**src/hdl/swm_pkg.sv**
```systemverilog
// ----------------------------------------------------------------------------
// swm_pkg
// Shared constants and controller/datapath interface types for the
// sliding window median filter.
// ----------------------------------------------------------------------------
`default_nettype none

package swm_pkg;

    localparam int WINDOW_MAX = 64;
    localparam int DATA_W     = 32;
    localparam int WSIZE_W    = 7;
    localparam int WSIZE_RST  = 3;
    localparam int CNT_W      = $clog2(WINDOW_MAX + 1);
    localparam int IDX_W      = (WINDOW_MAX > 1) ? $clog2(WINDOW_MAX) : 1;

    typedef struct packed {
        logic accept;    // latch sample, issue ring read
        logic remove;    // take oldest sample out of sorted cells
        logic insert;    // insert sample, write ring, advance pointer
        logic load_out;  // capture median into output register
    } swm_cmd_t;

    typedef struct packed {
        logic full;      // window holds eff samples
        logic last;      // next insert fills the window
    } swm_sts_t;

endpackage

`default_nettype wire

```
**src/hdl/swm_ctrl.sv**
```systemverilog
// ----------------------------------------------------------------------------
// swm_ctrl
// Sequencer for one item: accept, optional remove, insert, optional emit.
// Owns the input ready and the output valid.
// ----------------------------------------------------------------------------
`default_nettype none

module swm_ctrl (
    input  wire logic              aclk,
    input  wire logic              aresetn,
    input  wire logic              s_valid,
    output logic                   s_ready,
    output logic                   m_valid,
    input  wire logic              m_ready,
    output swm_pkg::swm_cmd_t      cmd,
    input  wire swm_pkg::swm_sts_t sts
);
    import swm_pkg::*;

    typedef enum logic [1:0] {
        IDLE,
        REMOVE,
        INSERT,
        EMIT
    } state_t;

    state_t state_reg, state_next;
    logic   m_valid_reg, m_valid_next;
    logic   out_free;

    assign out_free = !m_valid_reg || m_ready;
    assign s_ready  = (state_reg == IDLE);
    assign m_valid  = m_valid_reg;

    always_comb begin
        state_next   = state_reg;
        m_valid_next = m_valid_reg && !m_ready;
        cmd          = '0;
        unique case (state_reg)
            IDLE: begin
                if (s_valid) begin
                    cmd.accept = 1'b1;
                    state_next = sts.full ? REMOVE : INSERT;
                end
            end
            REMOVE: begin
                cmd.remove = 1'b1;
                state_next = INSERT;
            end
            INSERT: begin
                cmd.insert = 1'b1;
                state_next = (sts.full || sts.last) ? EMIT : IDLE;
            end
            EMIT: begin
                if (out_free) begin
                    cmd.load_out = 1'b1;
                    m_valid_next = 1'b1;
                    state_next   = IDLE;
                end
            end
            default: state_next = IDLE;
        endcase
    end

    always_ff @(posedge aclk) begin
        if (!aresetn) begin
            state_reg   <= IDLE;
            m_valid_reg <= 1'b0;
        end else begin
            state_reg   <= state_next;
            m_valid_reg <= m_valid_next;
        end
    end

    accept_starts_work: assert property (@(posedge aclk) disable iff (!aresetn)
        (s_valid && s_ready) |=> (state_reg == REMOVE || state_reg == INSERT))
        else $error("accepted item not processed");

    emit_waits_for_room: assert property (@(posedge aclk) disable iff (!aresetn)
        (state_reg == EMIT && m_valid_reg && !m_ready) |=> (state_reg == EMIT))
        else $error("result overwrote pending output");

    remove_then_insert: assert property (@(posedge aclk) disable iff (!aresetn)
        (state_reg == REMOVE) |=> (state_reg == INSERT))
        else $error("remove not followed by insert");

endmodule

`default_nettype wire

```
**config.mk**
```make
export PLATFORM = sky130hd
export DESIGN_NAME = swm_ctrl
export DESIGN_NICKNAME = d
export VERILOG_FILES = /design/src/hdl/swm_pkg.sv /design/src/hdl/swm_ctrl.sv
export SDC_FILE = /design/constraint.sdc
export NUM_CORES = 1
export LEC_CHECK = 0
export ABC_AREA = 0
export BUFFER_PORTS_ARGS = -buffer_cell sky130_fd_sc_hd__buf_2
export CORE_AREA = 2 2 39 41
export CTS_BUF_LIST = sky130_fd_sc_hd__clkbuf_8
export CTS_CLUSTER_SIZE = 20
export DETAILED_ROUTE_END_ITERATION = 8
export DIE_AREA = 0 0 41 43
export GPL_TIMING_DRIVEN = 0
export SYNTH_ARGS = -nofsm -noshare
export SYNTH_HDL_FRONTEND = slang
export SYNTH_SLANG_ARGS = --single-unit
```
**constraint.sdc**
```tcl
create_clock -name aclk -period 1 [get_ports aclk]
set_clock_uncertainty 0.2 [all_clocks]
set_input_delay 0.05 -clock aclk [delete_from_list [all_inputs] [get_ports aclk]]
set_output_delay 0.05 -clock aclk [all_outputs]
set_load 0.005 [all_outputs]
```
After elaboration in Yosys (flattened, before gate mapping):

Index checks and enable logic that the tools add are counted.

* logic and storage cells: 27
* bits in registers: 3
* bits in read-only memories: 0
* memories kept: 0
* bits in writable memories: 0
* latch bits: 0
* output and inout bits: 6

* eq/ne operators: 5
* $mul: 0
* reductions and logical operators: 7
* div/mod/pow operators: 0
* add/subtract/negate cells: 0
* bitwise gates (word level): 0
* magnitude comparators: 0
* muxes and demuxes: 13
* shift-type cells: 0

Operators with widths (number)
* $mux W1: 8
* $mux W2: 4
* $pmux W2 S4: 1
* $eq A2 B2 Y1 const B: 2
* $ne A2 B2 Y1 const B: 2
* $eq A2 B1 Y1 const B: 1
* $logic_not A1 Y1: 2
* $logic_not A2 Y1: 1
* $logic_or A1 B1 Y1: 2
* $reduce_and A2 Y1: 1
* $logic_and A1 B1 Y1: 1

Depth between registers and ports, before layout:

Gate-level depths: netlist (run 1).

* depth after elaboration: 4
* mapped depth: 3
* mapped depth without buffers: 3

Least setup slack after synthesis (run 1):

Ideal clock, no wire load.

* path kind: flip-flop to flip-flop
* start: register state_reg[0]
* end: register state_reg[1]
* slack: -0.159 ns
* library setup time: 0.100 ns
* arrival: 0.859 ns
* stages on the path, launching flop included: 4
* cells stage by stage: dfxtp_1 nor2_2 a21boi_4 a2111oi_4

* cells in the longest elaborated chain, start to end: 3

Ends and longest elaborated chain
* start: declaration: RTL line swm_ctrl.sv:27 `state_t state_reg, state_next;`
* start signal: assignment: RTL line swm_ctrl.sv:70 `state_reg <= state_next;`
* $logic_not A2 Y1 (*)
* named net s_ready: RTL line swm_ctrl.sv:12 `output logic s_ready,`
* $ne A2 B2 Y1 (no source line)
* $reduce_and A2 Y1 (no source line)

Mark *: on every way through the listed nets, which the timed path passes. The rest lies on a longest branch.
A chain may end at the register's enable or synchronous reset.

==> flow_summary.rst, run 1 <==
.. list-table::
   :header-rows: 1

   * - Metric
     - Value
   * - # setup viols final
     - 7
   * - Final Routed Wirelength
     - 500 um
   * - IR drop worst, VDD
     - 0.0003134 V
   * - DR iter-0 viols
     - 0
   * - Achievable clock frequency
     - 865.7 MHz
   * - Layout Nets
     - 44
   * - Hold WS
     - -0.1388 ns
   * - Count of fill cells added during filler insertion
     - 158
   * - Die area
     - 1763 um^2
   * - Average wire per standard cell
     - 9.434 um
   * - Violated checks
     - hold timing, setup timing
   * - Vertical die dimension
     - 43 um
   * - Number of optimization iterations in the first detailed-route pass
     - 1
   * - Die outline width
     - 41 um
   * - Run status
     - finished, violations left
   * - Later-pin clock latency in the skew report
     - 0.22 ns
   * - Number of flip-flops under the largest register name
     - 2
   * - Largest net degree at the start of global routing
     - 6
   * - Core Rows
     - 14
   * - CTS tree
     - done
   * - Worst Setup End Kind
     - output port
   * - Class of the tightest hold or removal check
     - in -> reg
   * - Slew Limit Fails
     - 0
   * - Vias per std cell
     - 3.698
   * - MaxCap Viol Count
     - 0
   * - Placer congestion estimate
     - 0.6293
   * - Crit Path Class
     - reg -> out
   * - Instance area at placement
     - 291.5 um^2
   * - Leakage Power
     - 0.1937 nW
   * - Period utilization
     - 115.5%
   * - Largest fanout on the critical path
     - 4
   * - Unrepaired setup endpoints after global routing
     - yes
   * - Reg clk slew, reported paths
     - 0.03 ns
   * - CTS max path bufs
     - 2
   * - Power per cell area
     - 1633 nW/um^2
   * - Setup slack of the most critical reg-to-reg path
     - -0.14 ns
   * - Clk sink count
     - 3
   * - Synthesized instance count
     - 20
   * - Required time of the worst setup path
     - 0.75 ns
   * - Detail Placement HPWL
     - 342.5 um
   * - P&R area growth vs syn
     - 98.03%
   * - Transition time of the tightest slew-check pin
     - 0.2781 ns
   * - Worst setup timing slack at the placement stage
     - -0.1049 ns
   * - Number of storage elements in the synthesis netlist
     - 3
   * - Max_slew headroom
     - 81.39%
   * - Antenna diode instance count
     - 0
   * - Fin. Hold Viols
     - 3
   * - CTS hold repair buffers
     - 1
   * - Syn Std Cell Area
     - 190.2 um^2
   * - Ports placed on the boundary
     - 12
   * - CORE AREA
     - 1384 um^2
   * - Fraction of final layout cells with drive strength greater than 1
     - 75.68%
   * - Buffer cell driving the clock tree root
     - clkbuf_8
   * - Via count of the first global-routing pass
     - 222
   * - Post-synthesis net count
     - 26
   * - Final antenna-violating net count
     - 0
   * - Mean instance size in the synthesized netlist
     - 9.509 um^2
   * - Data arrival, critical path
     - 0.91 ns
   * - Sequential fraction of the synthesis area
     - 31.58%
   * - Detailed-route DRC error count
     - 0
   * - Final worst slack
     - -0.1551 ns
   * - Post-layout min period
     - 1.155 ns
   * - Sort of element at the start of the critical path
     - flop
   * - Synth cell types
     - 14
   * - Number of warning messages in the yosys log
     - 0
   * - Number of input and output port buffers inserted
     - 11
   * - Tot GR Track Use
     - 7.916%
   * - Initial antenna violation count
     - 0
   * - First-pass GRT wire length
     - 869 um
   * - Clock buffer count from CTS
     - 3
   * - Overall overflow remaining after global route
     - 0
   * - Count of vias placed by the detailed router
     - 196
   * - Final instance area
     - 376.6 um^2
   * - Effective utilization at floorplan
     - 13.74%
   * - H-tree level count
     - 1
   * - Final TNS setup
     - -0.8811 ns
[cell usage in the layout (no fill, tap or decap), drive strengths merged]
| cell type | synthesis | layout |
|---|---|---|
| nor2b | 4 | 4 |
| a21oi | 1 | 1 |
| dfxtp | 3 | 3 |
| o21a | 1 | 1 |
| a21boi | 1 | 1 |
| and2 | 1 | 1 |
| nand2 | 2 | 2 |
| a2111oi | 1 | 1 |
| inv | 2 | 3 |
| o22ai | 1 | 1 |
| nand2b | 1 | 1 |
| clkbuf | 0 | 3 |
| nor2 | 2 | 2 |
| buf | 0 | 13 |
[through the flow]
step / power (mW) / util, % / hold WS [ns] / instances
after floorplan: 0.2186 / - / -0.03314 / 20
after global placement: 0.2579 / 21.07 / 0.08535 / 47
after detailed placement: 0.2585 / 21.07 / 0.07166 / 47
after CTS: 0.6245 / 26.67 / -0.06507 / 53
after global routing: 0.6511 / 27.22 / -0.1068 / 53
final: 0.6148 / 27.22 / -0.1388 / 53
[Yosys cell counts]
library cell	count	area share (%)
nor2b_1	3	9.9
a21oi_1	1	2.6
inv_1	2	3.9
and2_1	1	3.3
nor2b_2	1	4.6
nor2_2	1	3.3
a2111oi_4	1	14
dfxtp_1	3	32
nand2_1	2	3.9
a21boi_4	1	9.9
o21a_1	1	3.9
nand2b_1	1	3.3
o22ai_1	1	3.3
nor2_1	1	2.0
[repair_timing]
item,CTS,global route
resized for setup,3,3
hold endpoints to repair,3,3
endpoints found under the setup margin,7,8
pin swaps,4,1
buffers inserted,1,1
[routing by layer]
| metal | routed length (um) | global-route usage [%] | share of wire (%) |
|---|---|---|---|
| met1 | 173 | 8.626 | 35 |
| met2 | 279 | 10.63 | 56 |
| met3 | 34 | 3.141 | 6.8 |
| met4 | 12 | 8.000 | 2.4 |
| met5 | 0 | 0 | 0 |
[worst paths after layout]
path | start | endpoint | cells after the start
worst min register to register | m_valid$_SDFF_PN0_ | m_valid$_SDFF_PN0_ | 2
worst max-delay path | state_reg[1]$_SDFFE_PN0P_ | cmd[3] | 3
worst max register to register | m_valid$_SDFF_PN0_ | state_reg[1]$_SDFFE_PN0P_ | 4
worst min-delay path | aresetn | state_reg[0]$_SDFFE_PN0P_ | 2
[worst max-delay path, stage by stage, from the launching register on]
cell	delay, ns
dfxtp_4	0.36
nor2_4	0.12
and2_1	0.12
buf_2	0.10
[where the power goes]
| group | internal, mW | total, mW | switching [mW] |
|---|---|---|---|
| Sequential | 0.131 | 0.151 | 0.0199 |
| Clock | 0.261 | 0.344 | 0.0824 |
| Combinational | 0.0726 | 0.120 | 0.0474 |
[cell type report]
| type | count | area, um^2 | share of cell area [%] |
|---|---|---|---|
| Inverter | 2 | 7.507 | 1.993 |
| Tap cell | 16 | 20.02 | 5.316 |
| Clock inverter | 1 | 3.754 | 0.9967 |
| Timing Repair Buffer | 13 | 73.82 | 19.60 |
| Clock buffer | 3 | 41.29 | 10.96 |
| Multi-Input combinational cell | 15 | 161.4 | 42.86 |
| Sequential cell | 3 | 68.82 | 18.27 |
[cell families (layout without fill, tap and decap cells)]
family          after synthesis  in the layout  share of synthesized area (%)
simple gates                 10             10                          30.27
buf+inv                       2             19                          3.949
compound gates                5              5                          34.21
flops                         3              3                          31.58
(Power assumes the default switching activity.)
==> run 2: changes to the inputs <==
Settings changed: BUFFER_PORTS_ARGS -buffer_cell sky130_fd_sc_hd__buf_2 to not set, DONT_BUFFER_PORTS set to 1.
==> flow_summary.rst, run 2 (same netlist as run 1, synthesis figures left out) <==
.. list-table::
   :header-rows: 1

   * - Metric
     - Value
   * - Post-route core utilization
     - 23.42%
   * - WP buf/inv
     - 0
   * - Period utilization
     - 110.4%
   * - Hold WS
     - -0.1651 ns
   * - Final Routed Wirelength
     - 420 um
   * - Core Rows
     - 14
   * - Cell-by-cell trace of the critical path
     - nand2b_4, nor2b_4, a2111oi_4
   * - Met3 usage in global routing
     - 5.759%
   * - Number of input and output port buffers inserted
     - 0
   * - Die outline width
     - 41 um
   * - IR drop worst, VDD
     - 0.0004945 V
   * - CORE AREA
     - 1384 um^2
   * - Clk sink count
     - 3
   * - Count of fill cells added during filler insertion
     - 158
   * - Post-CTS setup-driven buffer insertion count
     - 0
   * - Worst Setup End Kind
     - flop
   * - P&R area growth vs syn
     - 70.40%
   * - Fin. Hold Viols
     - 3
   * - Largest net degree at the start of global routing
     - 6
   * - Max_slew headroom
     - 75.09%
   * - Clock buffer count from CTS
     - 3
   * - Longest individual stage delay on the worst path
     - 0.35 ns
   * - Initial antenna violation count
     - 0
   * - Sort of element at the start of the critical path
     - flop
   * - Beginning of the worst register-to-register path
     - m_valid$_SDFF_PN0_
   * - Flip-flop and latch area
     - 68.82 um^2
   * - Reg clk slew, reported paths
     - 0.03 ns
   * - Layout Nets
     - 33
   * - Final worst slack
     - -0.1041 ns
   * - Later-pin clock latency in the skew report
     - 0.22 ns
   * - CTS hold repair buffers
     - 2
   * - Antenna diode instance count
     - 0
   * - Unrepaired setup endpoints after global routing
     - yes
   * - Achievable clock frequency
     - 905.7 MHz
   * - # placed instances
     - 36
   * - Global-route layer with the greatest usage
     - met2
   * - Die area
     - 1763 um^2
   * - Largest fanout on the critical path
     - 3
   * - # setup viols final
     - 6
   * - Placer congestion estimate
     - 0.6383
   * - Violated checks
     - hold timing, setup timing
   * - Class of the tightest hold or removal check
     - in -> reg
   * - Final antenna-violating net count
     - 0
   * - Met2 Resource Use GR
     - 8.438%
   * - Leakage Power
     - 0.1440 nW
   * - Final non-filler cell total
     - 42
   * - Via count of the first global-routing pass
     - 167
   * - Overall overflow remaining after global route
     - 0
   * - Global routing met1 resource utilization
     - 5.145%
   * - Largest delay share family, worst path
     - flip-flops
   * - Number of optimization iterations in the first detailed-route pass
     - 2
   * - Crit Path Class
     - reg -> reg
   * - Commonest cells after routing, fill and taps aside
     - nor2b_4, inv_1, clkbuf_8, dlygate4sd3_1, dfxtp_4
   * - Ports placed on the boundary
     - 12
   * - Slew Limit Fails
     - 0
   * - Required time of the worst setup path
     - 0.91 ns
   * - Number of flip-flops under the largest register name
     - 2
   * - First-pass GRT wire length
     - 676 um
   * - Min-delay src
     - m_ready
   * - Cell at the slowest stage of the critical path
     - dfxtp_2
   * - Buffer cell driving the clock tree root
     - clkbuf_8
   * - Power per cell area
     - 1820 nW/um^2
   * - Vias per std cell
     - 3.857
   * - DR iter-0 viols
     - 1
   * - Tot GR Track Use
     - 6.325%
   * - Transition time of the tightest slew-check pin
     - 0.3723 ns
   * - Average wire per standard cell
     - 10.00 um
   * - Post-layout min period
     - 1.104 ns
   * - Effective utilization at floorplan
     - 13.74%
   * - Data arrival, critical path
     - 1.01 ns
   * - Detailed-route DRC error count
     - 0
   * - Run status
     - finished, violations left
   * - MaxCap Viol Count
     - 0
   * - Worst setup path startpoint
     - m_valid$_SDFF_PN0_
   * - Worst setup timing slack at the placement stage
     - -0.1275 ns
   * - Footprint of the multi-input gates
     - 162.7 um^2
   * - Fraction of final layout cells with drive strength greater than 1
     - 53.85%
   * - H-tree level count
     - 1
   * - Vertical die dimension
     - 43 um
   * - CTS max path bufs
     - 2
   * - CTS tree
     - done
   * - Count of vias placed by the detailed router
     - 162
run 2: changes by cell type in the layout (fill, tap and decap cells not counted):
cell,delta
a21oi_1,+1
a21oi_2,-1
buf_2,-11
buf_4,-1
buf_6,-1
dlygate4sd3_1,+2
nor2b_2,-1
nor2b_4,+1
run 2: cell type report:
| cell class | instances | area share [%] |
|---|---|---|
| clock buffers | 3 | 12.74 |
| well taps | 16 | 6.178 |
| clock inverters | 1 | 1.158 |
| inverters | 2 | 2.317 |
| repair buffers | 2 | 6.178 |
| multi-input cells | 15 | 50.19 |
| flip-flops and latches | 3 | 21.24 |
run 2: path summary, 6_finish.rpt:
kind	end	slack, ns	cells past startpoint
hold reg to reg	m_valid$_SDFF_PN0_	0.30	2
hold / removal	m_valid$_SDFF_PN0_	-0.17	2
setup reg to reg	state_reg[1]$_SDFFE_PN0P_	-0.10	3
setup / recovery	state_reg[1]$_SDFFE_PN0P_	-0.10	3
run 2: worst register-to-register path, delay by kind of cell (launching register included):
kind / cells / cell delay [ns]
flip-flops: 1 / 0.35
AND/OR/NAND/NOR: 2 / 0.20
AO/OA/AOI/OAI: 1 / 0.25
run 2: power by group:
part / internal [mW] / switching [mW] / leakage (nW)
Clock: 0.262 / 0.0832 / 0.0269
Sequential: 0.131 / 0.0192 / 0.0264
Combinational: 0.0552 / 0.0395 / 0.0907
Total: 0.448 / 0.142 / 0.144
run 2: what timing repair did:
| action | 4_1_cts | 5_1_grt |
|---|---|---|
| endpoints found under the hold margin | 3 | 3 |
| setup endpoints to repair | 6 | 6 |
| pin swaps | 2 | 1 |
| resized for setup | 2 | 2 |
run 2: layer usage:
| layer | vias to the layer above | share of wire [%] |
|---|---|---|
| met5 | - | 0 |
| met4 | 0 | 2.4 |
| met3 | 2 | 14 |
| met2 | 7 | 52 |
| met1 | 73 | 31 |
| li1 | 80 | - |
run 2: metrics by stage:
step	TNS, ns	power (mW)	instance area, um^2
floorplan	-0.1374	0.2186	216.5
global placement	-0.2325	0.2291	236.5
detailed placement	-0.2426	0.2299	236.5
CTS	-0.4992	0.5926	311.5
global route	-0.6454	0.6130	324.1
finish	-0.4411	0.5897	324.1
==> run 3: changes to the inputs <==
Settings changed: SETUP_SLACK_MARGIN set to 0.2.
==> flow_summary.rst, run 3 (same netlist as run 1, synthesis figures left out) <==
.. list-table::
   :header-rows: 1

   * - Metric
     - Value
   * - CTS max path bufs
     - 2
   * - Data arrival, critical path
     - 1.06 ns
   * - Unrepaired setup endpoints after global routing
     - yes
   * - Class of the tightest hold or removal check
     - in -> reg
   * - Tot GR Track Use
     - 5.617%
   * - Achievable clock frequency
     - 900.2 MHz
   * - Number of flip-flops under the largest register name
     - 2
   * - Sort of element at the start of the critical path
     - flop
   * - Fin. Hold Viols
     - 3
   * - Later-pin clock latency in the skew report
     - 0.21 ns
   * - Commonest cells after routing, fill and taps aside
     - inv_1, clkbuf_8, nor2b_4, dfxtp_4
   * - Placer congestion estimate
     - 0.5801
   * - Detailed-route DRC error count
     - 0
   * - Crit Path Class
     - reg -> reg
   * - Clk sink count
     - 3
   * - Transition time of the tightest slew-check pin
     - 0.2602 ns
   * - Required time of the worst setup path
     - 0.95 ns
   * - Slew Limit Fails
     - 0
   * - Count of vias placed by the detailed router
     - 152
   * - Period utilization
     - 111.1%
   * - Violated checks
     - hold timing, setup timing
   * - CTS tree
     - done
   * - Largest net degree at the start of global routing
     - 6
   * - Die outline width
     - 41 um
   * - Leakage Power
     - 0.1400 nW
   * - P&R area growth vs syn
     - 63.82%
   * - CTS hold repair buffers
     - 1
   * - Buffer cell driving the clock tree root
     - clkbuf_8
   * - Final antenna-violating net count
     - 0
   * - Die area
     - 1763 um^2
   * - Power per cell area
     - 1861 nW/um^2
   * - Vertical die dimension
     - 43 um
   * - Max_slew headroom
     - 82.59%
   * - Reg clk slew, reported paths
     - 0.03 ns
   * - Via count of the first global-routing pass
     - 162
   * - Overall overflow remaining after global route
     - 0
   * - Number of input and output port buffers inserted
     - 0
   * - IR drop worst, VDD
     - 0.0004899 V
   * - Post-route core utilization
     - 22.51%
   * - H-tree level count
     - 1
   * - Effective utilization at floorplan
     - 13.74%
   * - Setup slack of the most critical reg-to-reg path
     - -0.11 ns
   * - Clock buffer count from CTS
     - 3
   * - Final worst slack
     - -0.1108 ns
   * - Initial antenna violation count
     - 0
   * - Hold WS
     - -0.1541 ns
   * - Average wire per standard cell
     - 9.756 um
   * - Fraction of final layout cells with drive strength greater than 1
     - 60.00%
   * - Ports placed on the boundary
     - 12
   * - Antenna diode instance count
     - 0
   * - Run status
     - finished, violations left
   * - CORE AREA
     - 1384 um^2
   * - Final Routed Wirelength
     - 400 um
   * - Largest fanout on the critical path
     - 4
   * - First-pass GRT wire length
     - 607 um
   * - Layout Nets
     - 32
   * - Post-layout min period
     - 1.111 ns
   * - MaxCap Viol Count
     - 0
   * - Vias per std cell
     - 3.707
   * - Worst Setup End Kind
     - flop
   * - Post-CTS setup-driven buffer insertion count
     - 0
   * - # setup viols final
     - 6
   * - Number of optimization iterations in the first detailed-route pass
     - 1
   * - DR iter-0 viols
     - 0
   * - Core Rows
     - 14
-- run 3: cell count changes in the layout (fill, tap and decap cells not counted) --
cell,before,now
and2_4,0,1
nor2b_4,3,2
nor2b_2,0,1
dlygate4sd3_1,2,1
and2_1,1,0
-- run 3: worst paths after layout --
check / startpoint / to / depth (start not counted)
hold / removal: m_ready / m_valid$_SDFF_PN0_ / 2
setup reg to reg: state_reg[1]$_SDFFE_PN0P_ / state_reg[0]$_SDFFE_PN0P_ / 3
setup / recovery: state_reg[1]$_SDFFE_PN0P_ / state_reg[0]$_SDFFE_PN0P_ / 3
hold reg to reg: m_valid$_SDFF_PN0_ / m_valid$_SDFF_PN0_ / 2
-- run 3: timing repair --
action / 4_1_cts / 5_1_grt
resized for setup: 2 / 3
cloned: 0 / 0
pin swaps: 2 / 2
hold endpoints to repair: 3 / 3
setup endpoints to repair: 8 / 9
-- run 3: metal layers --
metal | track usage [%] | routed length (um) | vias to the layer above
li1 | - | - | 78
met1 | 4.167 | 137 | 70
met2 | 9.063 | 232 | 4
met3 | 2.618 | 29 | 0
met4 | 6.000 | 0 | 0
met5 | 0 | 0 | -
-- run 3: area by class of cell --
type,count,area (um^2)
fillers,161,1072
clock buffers,3,41.29
repair buffers,1,10.01
multi-input cells,15,160.2
clock inverters,1,3.754
flip-flops and latches,3,68.82
well taps,16,20.02
inverters,2,7.507
-- run 3: where the power goes --
part	total, mW	internal [mW]	switching, mW
Sequential	0.151	0.131	0.0197
Combinational	0.0898	0.0528	0.0370
Clock	0.339	0.261	0.0782
-- run 3: critical path, cell delays in order (launching register included) --
cell	delay, ns
dfxtp_4	0.38
nor2b_4	0.21
nor2b_1	0.16
o21a_1	0.11
-- run 3: metrics by stage --
step                setup WS [ns]  TNS (ns)  power, mW  cells  cell area, um^2
finish                    -0.1108   -0.4716     0.5799     41            311.5
global route              -0.1602   -0.7034     0.6146     41            311.5
CTS                       -0.1142   -0.5023     0.5796     41            301.5
detailed placement        -0.1304   -0.2540     0.2299     36            236.5
global placement          -0.1194   -0.2318     0.2291     36            236.5
floorplan                -0.06895   -0.1374     0.2186     20            216.5
